$ cat src/design/uaf_pkg.sv
// Package with constants, codes and control types of the upwind advection flux block.
`default_nettype none
package uaf_pkg;

   localparam int FRAC_BITS = 16;
   localparam int FLUX_W    = 48;
   localparam int PROD_W    = 66;

   localparam logic [30:0] MAX31 = 31'h7FFF_FFFF;

   localparam logic [1:0] EDGE_FIRST = 2'd0;
   localparam logic [1:0] EDGE_LAST  = 2'd2;
   localparam logic [1:0] EDGE_SKIP  = 2'd3;

   localparam logic [1:0] REG_VELOCITY_X = 2'd0;
   localparam logic [1:0] REG_VELOCITY_Y = 2'd1;
   localparam logic [1:0] REG_HUGE_STEP  = 2'd2;
   localparam logic [1:0] REG_MAX_STEP   = 2'd3;

   typedef enum logic [1:0] {
      MUL_VX_NX,
      MUL_VY_NY,
      MUL_UP_NV,
      MUL_EF_LEN
   } mul_sel_type;

   typedef struct packed {
      logic        capture;
      mul_sel_type mul_sel;
      logic        mul_en;
      logic        psum_en;
      logic        nv_en;
      logic        ef_en;
      logic        acc_en;
      logic        div_start;
      logic        div_flux;
      logic        step_en;
      logic        result_en;
      logic        emit;
   } cmd_type;

   typedef struct packed {
      logic div_done;
      logic need_ratio;
      logic last_edge;
   } stat_type;

endpackage
`default_nettype wire

$ cat src/design/upwind_advection_flux_top.sv
// Top level of the upwind advection flux block: channels, registers and output stage.
//
// Requests carry one triangle edge each; an edge index of three is taken and dropped.
// Edges 0 and 1 only update the cell state; edge 2 yields one result with the cell
// update (flux over area) and the running pass timestep.
// A request also runs the ratio division when the cell is full and the normal speed
// is not zero; edge 2 adds the area division plus the output load.
// Both divisions go through one shared 32-step restoring divider, which sets the rate.
// The block holds one request at a time; req_tready is high only while it is idle.
// The result sits in an output register until rsp_tready takes it; a stalled
// receiver holds the last request in its output step and blocks new ones.
// Reset is synchronous: it clears the controller, the flux sum and cell step, loads
// the pass timestep and both step registers with the maximum and zeroes the velocity.
// The user must write registers over the csr_ port only while the block is idle; the block does not enforce it.
`default_nettype none
module upwind_advection_flux_top #(
   parameter int FRAC_BITS = uaf_pkg::FRAC_BITS
) (
   input  wire logic         clock,
   input  wire logic         reset,
   input  wire logic         req_tvalid,
   output logic              req_tready,
   // near_value, far_value, normal_x, normal_y, edge_length, cell_area, cell_radius
   input  wire logic [199:0] req_tdata,
   // edge_index, first_of_pass, full_cell
   input  wire logic [3:0]   req_tuser,
   output logic              rsp_tvalid,
   input  wire logic         rsp_tready,
   // cell_update, pass_timestep
   output logic [63:0]       rsp_tdata,
   input  wire logic         csr_psel,
   input  wire logic         csr_penable,
   input  wire logic         csr_pwrite,
   input  wire logic [3:0]   csr_paddr,
   input  wire logic [31:0]  csr_pwdata,
   output logic [31:0]       csr_prdata,
   output logic              csr_pready
);

   logic signed [31:0] vx_ff, vy_ff;
   logic [30:0]        huge_ff, max_ff;
   logic               csr_wr;

   uaf_pkg::cmd_type  cmd;
   uaf_pkg::stat_type stat;

   logic               rsp_valid_ff, rsp_valid_in;
   logic [63:0]        rsp_data_ff, rsp_data_in;
   logic signed [31:0] cell_update;
   logic [30:0]        pass_timestep;
   logic               out_free;

   assign csr_pready = 1'b1;
   assign csr_wr     = csr_psel && csr_penable && csr_pwrite && csr_pready;

   always_ff @(posedge clock) begin
      if (reset) begin
         vx_ff   <= '0;
         vy_ff   <= '0;
         huge_ff <= uaf_pkg::MAX31;
         max_ff  <= uaf_pkg::MAX31;
      end else if (csr_wr) begin
         case (csr_paddr[3:2])
            uaf_pkg::REG_VELOCITY_X: vx_ff   <= csr_pwdata;
            uaf_pkg::REG_VELOCITY_Y: vy_ff   <= csr_pwdata;
            uaf_pkg::REG_HUGE_STEP:  huge_ff <= csr_pwdata[30:0];
            default:                 max_ff  <= csr_pwdata[30:0];
         endcase
      end
   end

   always_comb begin
      case (csr_paddr[3:2])
         uaf_pkg::REG_VELOCITY_X: csr_prdata = vx_ff;
         uaf_pkg::REG_VELOCITY_Y: csr_prdata = vy_ff;
         uaf_pkg::REG_HUGE_STEP:  csr_prdata = {1'b0, huge_ff};
         default:                 csr_prdata = {1'b0, max_ff};
      endcase
   end

   uaf_ctrl u_ctrl (
      .clock      (clock),
      .reset      (reset),
      .req_tvalid (req_tvalid),
      .req_edge   (req_tuser[1:0]),
      .out_free   (out_free),
      .stat       (stat),
      .req_tready (req_tready),
      .cmd        (cmd)
   );

   uaf_dp #(
      .FRAC_BITS (FRAC_BITS)
   ) u_dp (
      .clock         (clock),
      .reset         (reset),
      .cmd           (cmd),
      .stat          (stat),
      .velocity_x    (vx_ff),
      .velocity_y    (vy_ff),
      .huge_step     (huge_ff),
      .max_step      (max_ff),
      .edge_index    (req_tuser[1:0]),
      .first_of_pass (req_tuser[2]),
      .near_value    (req_tdata[31:0]),
      .far_value     (req_tdata[63:32]),
      .normal_x      (req_tdata[81:64]),
      .normal_y      (req_tdata[99:82]),
      .edge_length   (req_tdata[130:100]),
      .cell_area     (req_tdata[161:131]),
      .cell_radius   (req_tdata[192:162]),
      .full_cell     (req_tuser[3]),
      .cell_update   (cell_update),
      .pass_timestep (pass_timestep)
   );

   assign out_free = !rsp_valid_ff || rsp_tready;

   always_comb begin
      rsp_valid_in = rsp_valid_ff;
      rsp_data_in  = rsp_data_ff;
      if (cmd.emit) begin
         rsp_valid_in = 1'b1;
         rsp_data_in  = {1'b0, pass_timestep, cell_update};
      end else if (rsp_tready) begin
         rsp_valid_in = 1'b0;
      end
   end

   always_ff @(posedge clock) begin
      if (reset) rsp_valid_ff <= 1'b0;
      else rsp_valid_ff <= rsp_valid_in;
      rsp_data_ff <= rsp_data_in;
   end

   assign rsp_tvalid = rsp_valid_ff;
   assign rsp_tdata  = rsp_data_ff;

endmodule
`default_nettype wire

$ cat src/design/uaf_div.sv
// Iterative restoring divider with overflow flag for quotients that do not fit in 32 bits.
`default_nettype none
module uaf_div #(
   parameter int DVW = 64
) (
   input  wire logic           clock,
   input  wire logic           reset,
   input  wire logic           start,
   input  wire logic [DVW-1:0] dividend,
   input  wire logic [31:0]    divisor,
   output logic                done,
   output logic [31:0]         quotient,
   output logic                ovf
);

   logic        busy_ff, busy_in;
   logic        done_ff, done_in;
   logic [5:0]  cnt_ff, cnt_in;
   logic [31:0] rem_ff, rem_in;
   logic [31:0] quo_ff, quo_in;
   logic        ovf_ff, ovf_in;

   logic [DVW-33:0] hi;
   logic [32:0]     trial;
   logic            ge;

   always_comb begin
      hi      = dividend[DVW-1:32];
      trial   = {rem_ff, quo_ff[31]};
      ge      = trial >= {1'b0, divisor};
      busy_in = busy_ff;
      done_in = 1'b0;
      cnt_in  = cnt_ff;
      rem_in  = rem_ff;
      quo_in  = quo_ff;
      ovf_in  = ovf_ff;
      if (start) begin
         if (hi >= (DVW-32)'(divisor)) begin
            ovf_in  = 1'b1;
            done_in = 1'b1;
            quo_in  = '0;
         end else begin
            ovf_in  = 1'b0;
            busy_in = 1'b1;
            cnt_in  = 6'd32;
            rem_in  = hi[31:0];
            quo_in  = dividend[31:0];
         end
      end else if (busy_ff) begin
         trial  = ge ? (trial - {1'b0, divisor}) : trial;
         rem_in = trial[31:0];
         quo_in = {quo_ff[30:0], ge};
         cnt_in = cnt_ff - 6'd1;
         if (cnt_ff == 6'd1) begin
            busy_in = 1'b0;
            done_in = 1'b1;
         end
      end
   end

   always_ff @(posedge clock) begin
      if (reset) begin
         busy_ff <= 1'b0;
         done_ff <= 1'b0;
         cnt_ff  <= '0;
      end else begin
         busy_ff <= busy_in;
         done_ff <= done_in;
         cnt_ff  <= cnt_in;
      end
      rem_ff <= rem_in;
      quo_ff <= quo_in;
      ovf_ff <= ovf_in;
   end

   assign done     = done_ff;
   assign quotient = quo_ff;
   assign ovf      = ovf_ff;

endmodule
`default_nettype wire

$ cat src/design/uaf_dp.sv
// Datapath: shared multiplier, flux accumulator, timestep minimums and divider.
`default_nettype none
module uaf_dp #(
   parameter int FRAC_BITS = uaf_pkg::FRAC_BITS
) (
   input  wire logic               clock,
   input  wire logic               reset,
   input  wire uaf_pkg::cmd_type   cmd,
   output uaf_pkg::stat_type       stat,
   input  wire logic signed [31:0] velocity_x,
   input  wire logic signed [31:0] velocity_y,
   input  wire logic [30:0]        huge_step,
   input  wire logic [30:0]        max_step,
   input  wire logic [1:0]         edge_index,
   input  wire logic               first_of_pass,
   input  wire logic signed [31:0] near_value,
   input  wire logic signed [31:0] far_value,
   input  wire logic signed [17:0] normal_x,
   input  wire logic signed [17:0] normal_y,
   input  wire logic [30:0]        edge_length,
   input  wire logic [30:0]        cell_area,
   input  wire logic [30:0]        cell_radius,
   input  wire logic               full_cell,
   output logic signed [31:0]      cell_update,
   output logic [30:0]             pass_timestep
);

   localparam int PW  = uaf_pkg::PROD_W;
   localparam int FW  = uaf_pkg::FLUX_W;
   localparam int DVW = FW + FRAC_BITS;

   localparam logic signed [PW-1:0] MAX32W = PW'(64'sh7FFF_FFFF);
   localparam logic signed [PW-1:0] MIN32W = -PW'(64'sh8000_0000);
   localparam logic signed [PW-1:0] MAX48W = PW'(64'sh7FFF_FFFF_FFFF);
   localparam logic signed [PW-1:0] MIN48W = -PW'(64'sh8000_0000_0000);

   function automatic logic signed [31:0] sat32(input logic signed [PW-1:0] x);
      logic signed [31:0] r;
      if (x > MAX32W) r = 32'sh7FFF_FFFF;
      else if (x < MIN32W) r = 32'sh8000_0000;
      else r = x[31:0];
      return r;
   endfunction

   logic [1:0]         edge_ff;
   logic               first_ff;
   logic signed [31:0] near_ff, far_ff;
   logic signed [17:0] nx_ff, ny_ff;
   logic [30:0]        len_ff, area_ff, radius_ff;
   logic               full_ff;

   logic signed [PW-1:0] prod_ff, prod_in;
   logic signed [PW-1:0] psum_ff, psum_in;
   logic signed [31:0]   nv_ff, nv_in;
   logic signed [31:0]   ef_ff, ef_in;
   logic signed [FW-1:0] flux_ff, flux_in;
   logic [30:0]          cell_ff, cell_in;
   logic [30:0]          global_ff, global_in;
   logic signed [31:0]   update_ff, update_in;

   logic signed [32:0]   mul_a, mul_b;
   logic signed [PW-1:0] sum, diff;
   logic [31:0]          speed;
   logic [FW-1:0]        mag;
   logic [DVW-1:0]       dividend;
   logic [31:0]          divisor;
   logic                 div_done, div_ovf;
   logic [31:0]          quo;
   logic [30:0]          ratio;

   always_comb begin
      case (cmd.mul_sel)
         uaf_pkg::MUL_VX_NX: begin
            mul_a = 33'(velocity_x);
            mul_b = 33'(nx_ff);
         end
         uaf_pkg::MUL_VY_NY: begin
            mul_a = 33'(velocity_y);
            mul_b = 33'(ny_ff);
         end
         uaf_pkg::MUL_UP_NV: begin
            mul_a = nv_ff[31] ? 33'(far_ff) : 33'(near_ff);
            mul_b = 33'(nv_ff);
         end
         default: begin
            mul_a = 33'(ef_ff);
            mul_b = $signed({2'b00, len_ff});
         end
      endcase
   end

   always_comb begin
      sum      = psum_ff + prod_ff;
      diff     = PW'(flux_ff) - (prod_ff >>> FRAC_BITS);
      speed    = nv_ff[31] ? (~nv_ff + 32'd1) : nv_ff;
      mag      = flux_ff[FW-1] ? (~flux_ff + FW'(1)) : flux_ff;
      dividend = cmd.div_flux ? {mag, {FRAC_BITS{1'b0}}}
                              : DVW'({radius_ff, {FRAC_BITS{1'b0}}});
      divisor  = cmd.div_flux ? {1'b0, area_ff} : speed;
      ratio    = (div_ovf || quo > {1'b0, uaf_pkg::MAX31}) ? uaf_pkg::MAX31 : quo[30:0];
   end

   uaf_div #(
      .DVW (DVW)
   ) u_div (
      .clock    (clock),
      .reset    (reset),
      .start    (cmd.div_start),
      .dividend (dividend),
      .divisor  (divisor),
      .done     (div_done),
      .quotient (quo),
      .ovf      (div_ovf)
   );

   always_comb begin
      prod_in   = cmd.mul_en ? (mul_a * mul_b) : prod_ff;
      psum_in   = cmd.psum_en ? prod_ff : psum_ff;
      nv_in     = cmd.nv_en ? sat32(sum >>> FRAC_BITS) : nv_ff;
      ef_in     = cmd.ef_en ? sat32(prod_ff >>> FRAC_BITS) : ef_ff;
      flux_in   = flux_ff;
      cell_in   = cell_ff;
      global_in = global_ff;
      update_in = update_ff;
      if (cmd.capture) begin
         if (first_of_pass) global_in = max_step;
         if (edge_index == uaf_pkg::EDGE_FIRST) begin
            flux_in = '0;
            cell_in = huge_step;
         end
      end
      if (cmd.acc_en) begin
         if (diff > MAX48W) flux_in = MAX48W[FW-1:0];
         else if (diff < MIN48W) flux_in = MIN48W[FW-1:0];
         else flux_in = diff[FW-1:0];
      end
      if (cmd.step_en && ratio < cell_ff) cell_in = ratio;
      if (cmd.result_en) begin
         if (mag == '0) update_in = '0;
         else if (!flux_ff[FW-1]) update_in = (div_ovf || quo[31]) ? 32'sh7FFF_FFFF : quo;
         else if (div_ovf || quo > 32'h8000_0000) update_in = 32'sh8000_0000;
         else update_in = -quo;
         if (cell_ff < global_ff) global_in = cell_ff;
      end
   end

   always_ff @(posedge clock) begin
      if (reset) begin
         flux_ff   <= '0;
         cell_ff   <= '0;
         global_ff <= uaf_pkg::MAX31;
      end else begin
         flux_ff   <= flux_in;
         cell_ff   <= cell_in;
         global_ff <= global_in;
      end
      if (cmd.capture) begin
         edge_ff   <= edge_index;
         first_ff  <= first_of_pass;
         near_ff   <= near_value;
         far_ff    <= far_value;
         nx_ff     <= normal_x;
         ny_ff     <= normal_y;
         len_ff    <= edge_length;
         area_ff   <= cell_area;
         radius_ff <= cell_radius;
         full_ff   <= full_cell;
      end
      prod_ff   <= prod_in;
      psum_ff   <= psum_in;
      nv_ff     <= nv_in;
      ef_ff     <= ef_in;
      update_ff <= update_in;
   end

   assign stat.div_done   = div_done;
   assign stat.need_ratio = full_ff && (nv_ff != '0);
   assign stat.last_edge  = (edge_ff == uaf_pkg::EDGE_LAST) || (first_ff && 1'b0);
   assign cell_update     = update_ff;
   assign pass_timestep   = global_ff;

endmodule
`default_nettype wire

$ cat src/design/uaf_ctrl.sv
// Controller state machine sequencing one edge through the datapath.
`default_nettype none
module uaf_ctrl (
   input  wire logic              clock,
   input  wire logic              reset,
   input  wire logic              req_tvalid,
   input  wire logic [1:0]        req_edge,
   input  wire logic              out_free,
   input  wire uaf_pkg::stat_type stat,
   output logic                   req_tready,
   output uaf_pkg::cmd_type       cmd
);

   typedef enum logic [12:0] {
      S_IDLE  = 13'h0001,
      S_MULX  = 13'h0002,
      S_MULY  = 13'h0004,
      S_NV    = 13'h0008,
      S_MULEF = 13'h0010,
      S_EF    = 13'h0020,
      S_MULLN = 13'h0040,
      S_ACC   = 13'h0080,
      S_RDIV  = 13'h0100,
      S_RWAIT = 13'h0200,
      S_FDIV  = 13'h0400,
      S_FWAIT = 13'h0800,
      S_OUT   = 13'h1000
   } state_type;

   state_type state_ff, state_in;

   always_comb begin
      state_in    = state_ff;
      cmd         = '0;
      cmd.mul_sel = uaf_pkg::MUL_VX_NX;
      req_tready  = 1'b0;
      case (state_ff)
         S_IDLE: begin
            req_tready = 1'b1;
            if (req_tvalid && req_edge != uaf_pkg::EDGE_SKIP) begin
               cmd.capture = 1'b1;
               state_in    = S_MULX;
            end
         end
         S_MULX: begin
            cmd.mul_en = 1'b1;
            state_in   = S_MULY;
         end
         S_MULY: begin
            cmd.mul_sel = uaf_pkg::MUL_VY_NY;
            cmd.mul_en  = 1'b1;
            cmd.psum_en = 1'b1;
            state_in    = S_NV;
         end
         S_NV: begin
            cmd.nv_en = 1'b1;
            state_in  = S_MULEF;
         end
         S_MULEF: begin
            cmd.mul_sel = uaf_pkg::MUL_UP_NV;
            cmd.mul_en  = 1'b1;
            state_in    = S_EF;
         end
         S_EF: begin
            cmd.ef_en = 1'b1;
            state_in  = S_MULLN;
         end
         S_MULLN: begin
            cmd.mul_sel = uaf_pkg::MUL_EF_LEN;
            cmd.mul_en  = 1'b1;
            state_in    = S_ACC;
         end
         S_ACC: begin
            cmd.acc_en = 1'b1;
            if (stat.need_ratio) state_in = S_RDIV;
            else if (stat.last_edge) state_in = S_FDIV;
            else state_in = S_IDLE;
         end
         S_RDIV: begin
            cmd.div_start = 1'b1;
            state_in      = S_RWAIT;
         end
         S_RWAIT: begin
            if (stat.div_done) begin
               cmd.step_en = 1'b1;
               state_in    = stat.last_edge ? S_FDIV : S_IDLE;
            end
         end
         S_FDIV: begin
            cmd.div_start = 1'b1;
            cmd.div_flux  = 1'b1;
            state_in      = S_FWAIT;
         end
         S_FWAIT: begin
            cmd.div_flux = 1'b1;
            if (stat.div_done) begin
               cmd.result_en = 1'b1;
               state_in      = S_OUT;
            end
         end
         S_OUT: begin
            if (out_free) begin
               cmd.emit = 1'b1;
               state_in = S_IDLE;
            end
         end
         default: state_in = S_IDLE;
      endcase
   end

   always_ff @(posedge clock) begin
      if (reset) state_ff <= S_IDLE;
      else state_ff <= state_in;
   end

endmodule
`default_nettype wire

$ cat config.mk
export PLATFORM = sky130hd
export DESIGN_NAME = upwind_advection_flux_top
export DESIGN_NICKNAME = d
export VERILOG_FILES = /design/src/design/uaf_pkg.sv /design/src/design/upwind_advection_flux_top.sv /design/src/design/uaf_div.sv /design/src/design/uaf_dp.sv /design/src/design/uaf_ctrl.sv
export SDC_FILE = /design/constraint.sdc
export NUM_CORES = 2
export LEC_CHECK = 0
export BUFFER_PORTS_ARGS = -buffer_cell sky130_fd_sc_hd__buf_2
export CAP_MARGIN = 20
export CORE_UTILIZATION = 57
export CTS_BUF_LIST = sky130_fd_sc_hd__clkbuf_2 sky130_fd_sc_hd__clkbuf_4 sky130_fd_sc_hd__clkbuf_8
export DETAILED_ROUTE_END_ITERATION = 10
export HOLD_SLACK_MARGIN = 0.15
export PLACE_DENSITY = 0.75
export SLEW_MARGIN = 25
export SYNTH_ARGS = -nofsm -noshare
export SYNTH_HDL_FRONTEND = slang
export SYNTH_SLANG_ARGS = --single-unit
export TNS_END_PERCENT = 1
$ cat constraint.sdc
create_clock -name clock -period 28.4 [get_ports clock]
set_input_delay 1.42 -clock clock [delete_from_list [all_inputs] [get_ports clock]]
set_output_delay 1.42 -clock clock [all_outputs]
set_load 0.02 [all_outputs]
==> summary.md <==
| Metric | Value |
|---|---|
| Finish-stage setup viols | 0 |
| Asr flop ratio synth | 0 |
| First drt pass iteration count | 6 |
| Initial antenna violation count | 23 |
| Worst EP required | 29.09 ns |
| WL/cell | 26.2 um |
| Hold crit path type | reg -> reg |
| R2R cell count | 40 |
| Largest net degree at the start of global routing | 155 |
| Clock tree buffer depth | 3 |
| Worst r2r src | u_ctrl.state_ff[12]$_SDFFE_PP0P_ |
| Critical path class | reg -> reg |
| Synth Area in Compound Gates | 0.106 |
| Vias in the first global route | 67400 |
| # rows | 138 |
| Rel. slew slack | 0.221 |
| Flops & latches, synth | 810 |
| Crit path from | u_ctrl.state_ff[12]$_SDFFE_PP0P_ |
| Share of layout cells above drive strength 1 | 0.102 |
| Worst vdd rail ir drop | 0.0000462 V |
| TNS Setup | 0 ns |
| CP endpoint | u_dp.prod_ff[63]$_DFFE_PP_ |
| FF/Latch Area | 21700 um2 |
| Critical Path End Type | flop |
| Post-Route WL | 286 mm |
| Period utilization | 0.492 |
| Multiplexer share of the synthesized area | 0.0279 |
| Top_reg_cell synth | edfxtp_1 |
| FMAX | 71.6 MHz |
| Syn-to-layout area delta | 8.46% |
| Finished Layout Cells | 10900 |
| Width of the die | 381 um |
| Post-synth top cells | inv_1, nand2_1, fa_1 |
| Via count | 66800 |
| Max-slew violation count | 0 |
| Adder-Cell Fraction of Synth Area | 0.345 |
| Flop-to-flop setup slack | 14.44 ns |
| Fin crit period | 13.96 ns |
| Clock root buffer master | clkbuf_8 |
| Num Clock Sinks | 810 |
| Syn Nets | 10500 |
| Clk slew on worst S/H paths | 0.06 ns |
| Unique masters post-synth | 87 |
| Final #Nets | 10700 |
| Post-Syn Instances | 8718 |
| Critical Path Fanout Max | 45 |
| Setup Buffers After CTS | 0 |
| Simple-Gate Fraction of Synth Area | 0.149 |
| Max Clock Skew | 0.0587 ns |
| Die Area | 145000 um2 |
| Global-route wire length before repair | 425 mm |
| Xor and xnor fraction of the mapped netlist area | 0.0292 |
| Multi-input gate area in the final layout | 54100 um2 |
| Largest family of logic cells by synthesized area | adder cells |
| Netlist Area Pre-Place | 81900 um2 |
| Critical path's largest stage delay | 0.96 ns |
| Hold Buf Count CTS | 0 |
| Initial Utilization | 0.577 |
| GP Congestion | 1.02 |
| H-tree depth | 4 |
| Critical path arrival | 14.65 ns |
| Synth area leader | fa_1 |
| Num CTS Buffers | 141 |
| Top cells by area in the synthesized netlist | fa_1, edfxtp_1, ha_1 |
| Die Ht | 381 um |
| Post-synthesis sequential area ratio | 0.265 |
| Final-layout fill cell count | 11900 |
| Remaining DRCs | 0 |
| Post-synth EDFFs | 552 |
| Clock Latency Late Sink | 0.92 ns |
| 1st-iter DRT viols | 7403 |
| GRT Total Usage | 0.398 |
| Post-cts resize count | 0 |
| Fin. Hold Viols | 0 |
| Most frequent cell after synthesis | inv_1 |
| Lkg Pwr | 0.0417 uW |
| HPWL after DPL | 220 mm |
| Avg Cell Area, Syn | 9.40 um2 |
| RR Endpoint | u_dp.prod_ff[63]$_DFFE_PP_ |
| Power per standard cell area | 37.0 nW/um2 |
| Most frequent CP cell | fa_1 |
| Maxcap violations | 0 |
| Top Ports | 346 |
| Synth Warn # | 0 |
| WHS Path Cells | 1 |
| Placed insts | 10700 |
| Worst setup SP type | flop |
| Core ar. | 142000 um2 |
| RSZ-0062 raised after global routing | false |
| Fraction of synthesized cell area taken by the top area cell type | 0.275 |
| Routed Antenna Nets | 0 |
| Slowest cell on crit path | a21oi_1 |
| Input/output buffers | 334 |
| Routed vias/inst | 6.11 |
| Slew @ Worst Pin | 1.17 ns |
| CTS tree | yes |
| Grt total ovfl | 0 |
| Outcome | finished, final reports clean |
| Worst hold slack | 0.411 ns |
[worst max-delay path, delay by kind of cell, from the launching register on]
kind	cells	cell delay, ns
flops	1	0.36
compound gates	11	3.51
buf+inv	10	2.47
simple gates	9	2.02
fa+ha+maj	9	5.04
xor+xnor	1	0.27
[stage by stage]
step	cell area [um2]	setup WS [ns]	util	total power (uW)
2_1_floorplan	81900	15.67	-	1820
3_3_place_gp	85700	15.15	0.603	2090
3_5_place_dp	85700	15.03	0.603	2090
4_1_cts	88800	14.95	0.625	3290
5_1_grt	88800	14.07	0.625	3420
6_report	88900	14.44	0.625	3290
[flip-flops by register name, indices dropped and copies added (netlist names), 13 cells and up]
register / flops
u_dp.pass_timestep: 31
huge_ff: 31
vy_ff: 32
u_dp.nv_ff: 32
u_ctrl.state_ff: 13
u_dp.len_ff: 31
u_dp.radius_ff: 31
u_dp.prod_ff: 66
u_dp.u_div.rem_ff: 32
u_dp.cell_update: 32
vx_ff: 32
u_dp.psum_ff: 66
u_dp.u_div.quotient: 32
u_dp.cell_ff: 31
u_dp.ny_ff: 18
u_dp.far_ff: 32
u_dp.nx_ff: 18
u_dp.flux_ff: 48
u_dp.area_ff: 31
rsp_tdata: 63
u_dp.near_ff: 32
max_ff: 31
u_dp.ef_ff: 32
[layer usage]
layer	share of wire	up-vias	global-route usage
met5	0.00028	-	0.000331
li1	-	28900	-
met1	0.37	33000	0.513
met3	0.13	842	0.135
met2	0.43	4062	0.586
met4	0.067	12	0.226
[placed cells by master, fill, tap and decap left out, types with 62 or more instances in the layout]
cell type	synthesis	routed
xor2_1	130	130
nor2b_1	70	69
inv_1	1279	1276
o21ai_0	291	279
mux2i_1	129	129
fa_1	1125	1125
buf_4	5	137
nand3_1	115	114
nor3_1	79	77
nand2_1	1159	1155
ha_1	459	459
or2_2	62	62
edfxtp_1	552	552
o21a_1	77	76
xnor2_1	143	143
buf_2	5	333
nor2_1	898	892
dfxtp_1	258	257
a21oi_1	415	412
a21o_1	132	132
a31oi_1	86	85
clkbuf_8	0	149
[where the power goes]
group / internal, uW / switching, uW
Clock: 649 / 549
Sequential: 1300 / 25.8
Combinational: 261 / 503
Total: 2210 / 1080
[cell type report]
cell class | instances | area share
Antenna cell | 14 | 0.000394
Clock buffer | 198 | 0.0272
Clock inverter | 63 | 0.00763
Inverter | 1282 | 0.0542
Multi-Input combinational cell | 6202 | 0.608
Sequential cell | 810 | 0.245
Tap cell | 1890 | 0.0266
Timing Repair Buffer | 473 | 0.0310
[worst min path at each step]
stage | from | slack (ns) | to
CTS | u_dp.cell_update[22]$_SDFFCE_PN0P_ | 0.42 | rsp_tdata[22]$_DFFE_PP_
floorplan | u_dp.cell_update[0]$_SDFFCE_PN0P_ | 0.40 | rsp_tdata[0]$_DFFE_PP_
global route | u_dp.edge_ff[0]$_DFFE_PP_ | 0.42 | u_ctrl.state_ff[10]$_SDFFE_PP0P_
global placement | u_dp.cell_update[1]$_SDFFCE_PN0P_ | 0.41 | rsp_tdata[1]$_DFFE_PP_
finish | u_dp.edge_ff[0]$_DFFE_PP_ | 0.41 | u_ctrl.state_ff[10]$_SDFFE_PP0P_
detailed placement | u_dp.cell_update[0]$_SDFFCE_PN0P_ | 0.40 | rsp_tdata[0]$_DFFE_PP_
[cell families after synthesis]
kind of cell	count (synthesis)
other	2
AOI/OAI and AO/OA	1386
and+or+nand+nor	2771
DFF	810
adders and majority gates	1584
xor gates and xnor gates	273
muxes	186
buffers and inverters	1706
Note: power is estimated with default switching activity, not from simulation.
